`src/hdl/ile_pkg.sv`:
```
`default_nettype none

package ile_pkg;

  // Payload widths of the two stream channels.
  localparam int unsigned DataW    = 32;
  localparam int unsigned PosW     = 8;
  localparam int unsigned ReqW     = 3;
  localparam int unsigned StatusW  = 2;
  localparam int unsigned EntCntW  = 9;
  localparam int unsigned InDataW  = 40;
  localparam int unsigned OutDataW = 48;

  // Request kinds carried in the slave-side tuser.
  typedef enum logic [ReqW-1:0] {
    REQ_GET         = 3'd0,
    REQ_INSERT_HEAD = 3'd1,
    REQ_INSERT_TAIL = 3'd2,
    REQ_INSERT_AT   = 3'd3,
    REQ_DELETE_AT   = 3'd4
  } req_e;

  // Completion codes carried in the master-side tuser.
  typedef enum logic [StatusW-1:0] {
    ST_DONE  = 2'd0,
    ST_RANGE = 2'd1,
    ST_FULL  = 2'd2
  } status_e;

  // Sequencer states.
  typedef enum logic [2:0] {
    S_IDLE,
    S_GET_RD,
    S_GET_DATA,
    S_INS_RD,
    S_INS_WR,
    S_INS_NEW,
    S_DEL_RD,
    S_DEL_WR
  } seq_state_e;

  typedef enum logic {
    PH_RUN,
    PH_DONE
  } phase_e;

endpackage

`default_nettype wire

```
`src/hdl/indexed_list_engine_core.sv`:
```
// Indexed list engine: an ordered list of signed 32-bit values with a count.
// Requests arrive on the slave stream (s_axis_*), one result per request
// leaves on the master stream (m_axis_*). A request kind is one of get,
// insert at head, insert at tail, insert at position or delete at position.
// The list lives in a single-port-write, registered-read memory; inserts and
// deletes move the later entries one at a time through that memory, each
// moved entry being read and then written. An insert or delete moves at most
// CAPACITY-1 entries; a rejected request or an unused kind gives its result
// without touching the memory. The block takes one request at a time:
// s_axis_tready is high only while the sequencer is idle and no result waits
// to be loaded, so the next request can be accepted while the previous result
// is presented, and each request occupies the block until its result is
// loaded into the output register.
// Results sit in an output register; while the receiver stalls a finished
// result is held there and the sequencer waits before loading the next one.
// Reset empties the list at once (the count is cleared; the contents are
// not swept) and drops any result that has not been taken.
`default_nettype none

module indexed_list_engine_core #(
  parameter int unsigned CAPACITY = 64
) (
  input  wire logic                          clk_i,
  input  wire logic                          rst_ni,
  input  wire logic                          s_axis_tvalid,
  output logic                               s_axis_tready,
  // position [7:0], item_value [39:8]
  input  wire logic [ile_pkg::InDataW-1:0]   s_axis_tdata,
  // req_type [2:0]
  input  wire logic [ile_pkg::ReqW-1:0]      s_axis_tuser,
  output logic                               m_axis_tvalid,
  input  wire logic                          m_axis_tready,
  // read_value [31:0], entry_count [40:32], zero fill [47:41]
  output logic      [ile_pkg::OutDataW-1:0]  m_axis_tdata,
  // status [1:0]
  output logic      [ile_pkg::StatusW-1:0]   m_axis_tuser
);

  import ile_pkg::*;

  localparam int unsigned AW = $clog2(CAPACITY);
  localparam int unsigned CW = $clog2(CAPACITY + 1);

  seq_state_e        state_q, state_d;
  phase_e            phase_q, phase_d;
  logic [CW-1:0]     count_q, count_d;
  logic [CW-1:0]     idx_q, idx_d;
  logic [CW-1:0]     tgt_q, tgt_d;
  logic [DataW-1:0]  value_q, value_d;
  logic [DataW-1:0]  res_value_q, res_value_d;
  status_e           res_status_q, res_status_d;

  logic                  m_valid_q, m_valid_d;
  logic [OutDataW-1:0]   m_data_q, m_data_d;
  logic [StatusW-1:0]    m_user_q, m_user_d;

  logic             ram_we;
  logic [AW-1:0]    ram_waddr;
  logic [DataW-1:0] ram_wdata;
  logic [AW-1:0]    ram_raddr;
  logic [DataW-1:0] ram_rdata;

  logic [EntCntW-1:0] pos9, cnt9, tgt9;
  logic [CW-1:0]      idx_dec, idx_inc;
  logic               in_hs, out_free;
  req_e               req;

  ile_ram #(
    .Depth (CAPACITY),
    .AddrW (AW),
    .DataW (DataW)
  ) u_ram (
    .clk_i   (clk_i),
    .we_i    (ram_we),
    .waddr_i (ram_waddr),
    .wdata_i (ram_wdata),
    .raddr_i (ram_raddr),
    .rdata_o (ram_rdata)
  );

  // Request decode helpers.
  assign req      = req_e'(s_axis_tuser);
  assign pos9     = {1'b0, s_axis_tdata[PosW-1:0]};
  assign cnt9     = EntCntW'(count_q);
  assign idx_dec  = idx_q - CW'(1);
  assign idx_inc  = idx_q + CW'(1);
  assign in_hs    = s_axis_tvalid & s_axis_tready;
  assign out_free = ~m_valid_q | m_axis_tready;

  assign s_axis_tready = (state_q == S_IDLE) && (phase_q == PH_RUN);

  // Insert target position by request kind.
  always_comb begin
    unique case (req)
      REQ_INSERT_HEAD: tgt9 = '0;
      REQ_INSERT_TAIL: tgt9 = cnt9;
      default:         tgt9 = pos9;
    endcase
  end

  // Sequencer: next state, memory port and result.
  always_comb begin
    state_d      = state_q;
    phase_d      = phase_q;
    count_d      = count_q;
    idx_d        = idx_q;
    tgt_d        = tgt_q;
    value_d      = value_q;
    res_value_d  = res_value_q;
    res_status_d = res_status_q;
    m_valid_d    = m_valid_q & ~m_axis_tready;
    m_data_d     = m_data_q;
    m_user_d     = m_user_q;
    ram_we       = 1'b0;
    ram_waddr    = idx_q[AW-1:0];
    ram_wdata    = ram_rdata;
    ram_raddr    = idx_dec[AW-1:0];

    if (phase_q == PH_DONE) begin
      // Hand the finished result to the output register once it is free.
      if (out_free) begin
        m_valid_d = 1'b1;
        m_data_d  = {(OutDataW - DataW - EntCntW)'(0), cnt9, res_value_q};
        m_user_d  = res_status_q;
        phase_d   = PH_RUN;
      end
    end else begin
      unique case (state_q)
        S_IDLE: begin
          if (in_hs) begin
            value_d      = s_axis_tdata[PosW +: DataW];
            res_value_d  = '0;
            res_status_d = ST_DONE;
            phase_d      = PH_DONE;
            unique case (req)
              REQ_GET: begin
                if (pos9 < cnt9) begin
                  tgt_d   = CW'(pos9);
                  phase_d = PH_RUN;
                  state_d = S_GET_RD;
                end else begin
                  res_value_d  = '1;
                  res_status_d = ST_RANGE;
                end
              end
              REQ_INSERT_HEAD, REQ_INSERT_TAIL, REQ_INSERT_AT: begin
                if (tgt9 > cnt9) begin
                  res_status_d = ST_RANGE;
                end else if (cnt9 >= EntCntW'(CAPACITY)) begin
                  res_status_d = ST_FULL;
                end else begin
                  tgt_d   = CW'(tgt9);
                  idx_d   = count_q;
                  phase_d = PH_RUN;
                  state_d = S_INS_RD;
                end
              end
              REQ_DELETE_AT: begin
                if (pos9 >= cnt9) begin
                  res_status_d = ST_RANGE;
                end else begin
                  idx_d   = CW'(pos9);
                  phase_d = PH_RUN;
                  state_d = S_DEL_RD;
                end
              end
              default: begin
              end
            endcase
          end
        end
        S_GET_RD: begin
          ram_raddr = tgt_q[AW-1:0];
          state_d   = S_GET_DATA;
        end
        S_GET_DATA: begin
          res_value_d = ram_rdata;
          phase_d     = PH_DONE;
          state_d     = S_IDLE;
        end
        // Move entries up from the tail down to the gap.
        S_INS_RD: begin
          if (idx_q == tgt_q) begin
            state_d = S_INS_NEW;
          end else begin
            state_d = S_INS_WR;
          end
        end
        S_INS_WR: begin
          ram_we  = 1'b1;
          idx_d   = idx_dec;
          state_d = S_INS_RD;
        end
        S_INS_NEW: begin
          ram_we    = 1'b1;
          ram_waddr = tgt_q[AW-1:0];
          ram_wdata = value_q;
          count_d   = count_q + CW'(1);
          phase_d   = PH_DONE;
          state_d   = S_IDLE;
        end
        // Move entries down from above the gap to the tail.
        S_DEL_RD: begin
          ram_raddr = idx_inc[AW-1:0];
          if (idx_inc == count_q) begin
            count_d = count_q - CW'(1);
            phase_d = PH_DONE;
            state_d = S_IDLE;
          end else begin
            state_d = S_DEL_WR;
          end
        end
        S_DEL_WR: begin
          ram_we  = 1'b1;
          idx_d   = idx_inc;
          state_d = S_DEL_RD;
        end
        default: begin
          state_d = S_IDLE;
        end
      endcase
    end
  end

  // Control state.
  always_ff @(posedge clk_i or negedge rst_ni) begin
    if (!rst_ni) begin
      state_q   <= S_IDLE;
      phase_q   <= PH_RUN;
      count_q   <= '0;
      m_valid_q <= 1'b0;
    end else begin
      state_q   <= state_d;
      phase_q   <= phase_d;
      count_q   <= count_d;
      m_valid_q <= m_valid_d;
    end
  end

  // Payload registers.
  always_ff @(posedge clk_i) begin
    idx_q        <= idx_d;
    tgt_q        <= tgt_d;
    value_q      <= value_d;
    res_value_q  <= res_value_d;
    res_status_q <= res_status_d;
    m_data_q     <= m_data_d;
    m_user_q     <= m_user_d;
  end

  assign m_axis_tvalid = m_valid_q;
  assign m_axis_tdata  = m_data_q;
  assign m_axis_tuser  = m_user_q;

`ifndef NO_ASSERTIONS
  // The count never exceeds the capacity.
  a_count_bound: assert property (@(posedge clk_i) disable iff (!rst_ni)
    cnt9 <= EntCntW'(CAPACITY))
    else $error("entry count above capacity");

  // The memory is written only while an insert or delete is at work.
  a_we_busy: assert property (@(posedge clk_i) disable iff (!rst_ni)
    ram_we |-> (state_q == S_INS_WR || state_q == S_INS_NEW || state_q == S_DEL_WR))
    else $error("memory write outside an insert or delete");

  // A full status is reported only with a full list.
  a_full_count: assert property (@(posedge clk_i) disable iff (!rst_ni)
    (m_axis_tvalid && m_axis_tuser == ST_FULL) |->
      (m_axis_tdata[DataW +: EntCntW] == EntCntW'(CAPACITY)))
    else $error("full status with a list that is not full");

  // The count moves by at most one per cycle.
  a_count_step: assert property (@(posedge clk_i) disable iff (!rst_ni)
    (count_q != $past(count_q)) |->
      (count_q == $past(count_q) + CW'(1) || count_q == $past(count_q) - CW'(1)))
    else $error("entry count jumped");
`endif

endmodule

`default_nettype wire

```
`src/hdl/ile_ram.sv`:
```
`default_nettype none

module ile_ram #(
  parameter int unsigned Depth = 64,
  parameter int unsigned AddrW = 6,
  parameter int unsigned DataW = 32
) (
  input  wire logic             clk_i,
  input  wire logic             we_i,
  input  wire logic [AddrW-1:0] waddr_i,
  input  wire logic [DataW-1:0] wdata_i,
  input  wire logic [AddrW-1:0] raddr_i,
  output logic      [DataW-1:0] rdata_o
);

  logic [DataW-1:0] mem [Depth];
  logic [DataW-1:0] rdata_q;

  // Single write port.
  always_ff @(posedge clk_i) begin
    if (we_i) begin
      mem[waddr_i] <= wdata_i;
    end
  end

  // Registered read port.
  always_ff @(posedge clk_i) begin
    rdata_q <= mem[raddr_i];
  end

  assign rdata_o = rdata_q;

endmodule

`default_nettype wire

```
`config.mk`:
```
export PLATFORM = sky130hd
export DESIGN_NAME = indexed_list_engine_core
export DESIGN_NICKNAME = d
export VERILOG_FILES = /design/src/hdl/ile_pkg.sv /design/src/hdl/indexed_list_engine_core.sv /design/src/hdl/ile_ram.sv
export SDC_FILE = /design/constraint.sdc
export NUM_CORES = 2
export LEC_CHECK = 0
export BUFFER_PORTS_ARGS = -buffer_cell sky130_fd_sc_hd__clkbuf_2
export CAP_MARGIN = 25
export CORE_MARGIN = 2
export CORE_UTILIZATION = 38
export DETAILED_ROUTE_END_ITERATION = 8
export PLACE_DENSITY = 0.53
export SLEW_MARGIN = 20
export SYNTH_ARGS = -nofsm -noshare
export SYNTH_HDL_FRONTEND = slang
export SYNTH_SLANG_ARGS = --single-unit
```
`constraint.sdc`:
```
create_clock -name clk_i -period 4.8 [get_ports clk_i]
set_clock_uncertainty 0.05 [all_clocks]
set_input_delay 0 -clock clk_i [delete_from_list [all_inputs] [get_ports clk_i]]
set_output_delay 0 -clock clk_i [all_outputs]
set_load 0.005 [all_outputs]
```
==> metrics.md <==
| Metric | Value |
|---|---|
| Status | `finished, final reports clean` |
| R2R Setup Slk | `0.34 ns` |
| Vias per cell | `5.63` |
| Gate Count Post-Synth | `3,820` |
| Critical Path AT | `5.07 ns` |
| WP data required | `5.41 ns` |
| Critical Path Source Type | `flip-flop` |
| Max incr delay on CP | `0.70 ns` |
| Post-synthesis cell area | `85,600 sq um` |
| Skew-Pair Late Insertion Delay | `0.87 ns` |
| Top-count cell post-synth | `edfxtp_1` |
| Detailed Routing Iterations Pass 1 | `8` |
| Rel. slew slack | `0.270` |
| Number of placed I/O pins | `99` |
| Avg Inst Size Synth | `22.4 sq um` |
| Core Util, Final | `0.445` |
| Finish-stage setup viols | `0` |
| Die Y | `479 um` |
| Area grow syn2layout | `16.7%` |
| Reg-to-Reg Start | `state_q[1]` |
| Top FF cell, synth | `edfxtp_1` |
| GRT Total Usage | `0.204` |
| VDD IR max | `0.750 mV` |
| Gp weighted congestion | `0.817` |
| Post_cts resized | `0` |
| CP delay by family, top | `compound AO/OA/AOI/OAI gates` |
| Worst setup EP type | `flip-flop` |
| Unique masters post-synth | `65` |
| Num rows | `174` |
| Vias in the first global route | `42,100` |
| Most frequent cells after synthesis | `edfxtp_1 (2,169), mux4_2 (512), mux2i_1 (197), buf_2 (114), nor2_1 (104)` |
| CTS max path bufs | `3` |
| Top cell type's share of synthesized area | `0.761` |
| # DRC | `0` |
| CP max FO | `38` |
| Share of layout cells above drive strength 1 | `0.289` |
| Max Freq | `224 MHz` |
| RSZ-0062 raised after global routing | `no` |
| Count of final max-slew check failures | `0` |
| Period utilization | `0.929` |
| Area of the core | `224,000 sq um` |
| Yosys warns | `0` |
| Total grt overflow | `0` |
| Setup TNS | `0 ns` |
| Initial Util | `0.381` |
| Highest metal used | `met4` |
| Crit path top cell by count | `buf_4` |
| FILL cells | `18,800` |
| Critical path cell sequence | `buf_4 > nor2b_1 > nand2_1 > inv_2 > a22oi_1 > o22ai_4 > nor2b_4 > buf_12 > buf_4 > a22o_1 > a221oi_2 > o221ai_1` |
| Pin count of the biggest net entering global routing | `86` |
| First-pass GRT wire length | `330,000 um` |
| Worst Hold Class | `in2reg` |
| CP startpoint | `state_q[1]` |
| Critical Path Slowest Stage Cell | `a221oi_2` |
| Seq/Total Area, Yosys | `0.772` |
| CTS root buf | `clkbuf_16` |
| WP buf/inv | `4` |
| Port bufs | `89` |
| Hold Fails Final Rpt | `0` |
| Die W | `479 um` |
| Vias | `41,800` |
| Routed WL per cell | `31.8 um` |
| Clk pin slew, worst setup/hold paths | `0.07 ns` |
| Critical setup path kind | `reg2reg` |
| Tmin final | `4.46 ns` |
| Pleak | `31.9 nW` |
| Initial antenna violation count | `6` |
| Met2 wire length | `112,000 um` |
| Post-DP HPWL | `133,000 um` |
| Die area | `229,000 sq um` |
| Synth async-reset ratio | `0.00542` |
| CTS buffer count | `220` |
| Worst-Margin Slew | `1.09 ns` |
| H-tree lvl count | `4` |
| Post-synth EDFFs | `2,169` |
| Final wirelength | `236,000 um` |
| Yosys reg bits | `2,213` |
| Power density cells | `712 nW/um^2` |
| CTS tree | `built` |
| Main area contributors after synthesis | `edfxtp_1 (76%), mux4_2 (13%), mux2i_1 (2.3%)` |
| M1 WL | `102,000 um` |
| Startpoint of the worst hold path | `s_axis_tdata[5]` |
| # nets final | `4,314` |
| Post-CTS setup buffer count | `0` |
| Met3 wire length | `15,200 um` |
| # Max-Cap Violations | `0` |
| Sink Count | `2,213` |
| Detail Route Antenna Nets | `0` |
| First DRT Iteration DRCs | `4,899` |
| Cell taking the most area after synthesis | `edfxtp_1` |
==> per-stage QoR <==
step           worst slack, ns  total power, mW  hold WS [ns]  cells  area [sq um]
5_1_grt                  0.182             73.5         0.117   7426         99900
3_3_place_gp           -0.0694             54.6        -0.101   6913         91800
3_5_place_dp             0.389             54.8        -0.105   6917         91900
6_report                 0.338             71.1         0.129   7428         99900
2_1_floorplan            0.267             42.4        -0.346   3828         85600
4_1_cts                  0.342             71.7        0.0314   7424         99800
==> path summary, 6_finish.rpt <==
kind | endpoint | depth (start not counted)
setup / recovery | u_ram.rdata_o[2] | 12
hold / removal | idx_q[5] | 4
setup reg to reg | u_ram.rdata_o[2] | 12
hold reg to reg | m_axis_tdata[29] | 0
max in group asynchronous | state_q[0] | 3
min in group asynchronous | count_q[2] | 3
==> layout make-up <==
| cell class | instances | area, sq um | area share |
|---|---|---|---|
| Sequential cell | 2213 | 66100 | 0.662 |
| Antenna cell | 3 | 7.51 | 0.0000752 |
| Clock inverter | 105 | 977 | 0.00978 |
| Timing Repair Buffer | 413 | 4080 | 0.0409 |
| Clock buffer | 305 | 6000 | 0.0601 |
| Tap cell | 2992 | 3740 | 0.0375 |
| Inverter | 20 | 75.1 | 0.000752 |
| Multi-Input combinational cell | 1377 | 18900 | 0.189 |
==> worst register-to-register path, delay by kind of cell (launching register included) <==
family	cells	cell delay [ns]
compound gates	5	1.96
buf+inv	4	1.08
flops	1	0.39
simple gates	3	0.79
==> report_power, final <==
group | total (mW) | internal (mW) | switching, mW
logic | 28.6 | 10.6 | 18.0
clock network | 16.8 | 9.48 | 7.29
registers | 25.7 | 25.1 | 0.608
total | 71.1 | 45.2 | 25.9
==> layer usage <==
metal  vias to the layer above  GRT usage
met5                         -          0
met3                       288     0.0278
met4                         0     0.0588
met2                      1651      0.324
met1                     22800      0.296
li1                      17100          -
==> flip-flops by register name, indices dropped and copies added, names as in the netlist, 3 cells and up <==
register and count:
state_q 3, count_q 7, idx_q 7, u_ram.mem 2048
m_axis_tdata 39, tgt_q 7, res_value_q 32, value_q 32
u_ram.rdata_o 32
==> kinds of logic (layout without fill, tap and decap cells) <==
kind of cell	after synthesis	count (layout)	synth area share
other	1	12	0.0000438
adder cells (fa/ha/maj)	22	22	0.00330
AND/OR/NAND/NOR	272	272	0.0139
flip-flops	2213	2213	0.772
XOR/XNOR	33	33	0.00386
multiplexers	742	742	0.162
AO/OA/AOI/OAI	299	299	0.0304
buffers and inverters	238	843	0.0147
==> repair_timing <==
item / 4_1_cts / 5_1_grt
endpoints found under the hold margin: 154 / 0
hold buffers: 97 / 0
setup endpoints to repair: 0 / 0
==> cells in the final DEF (no fill, tap or decap), types with 4 or more instances in the layout <==
cell,instances
nand2b_1,5
edfxtp_1,2169
nand3_1,19
clkinvlp_4,5
nand4_1,5
mux4_2,512
dfrtp_1,12
inv_6,7
a22oi_1,35
clkbuf_2,89
xnor2_1,16
o221ai_1,34
a21oi_1,21
bufinv_16,14
buf_12,77
clkbuf_16,224
nor2_1,36
nor4_1,4
mux2i_1,197
ha_1,21
mux2_2,32
dfxtp_1,32
nor2_4,69
clkbuf_8,9
clkinv_2,33
a221oi_2,34
nand2_1,102
nor3_1,7
o21ai_0,16
a221oi_1,32
a22o_1,84
a21o_1,9
xor2_1,14
buf_4,149
o22ai_1,6
clkbuf_1,72
clkinv_1,38
dlygate4sd3_1,97
conb_1,9
inv_1,18
Note: power is estimated with default switching activity, not from simulation.
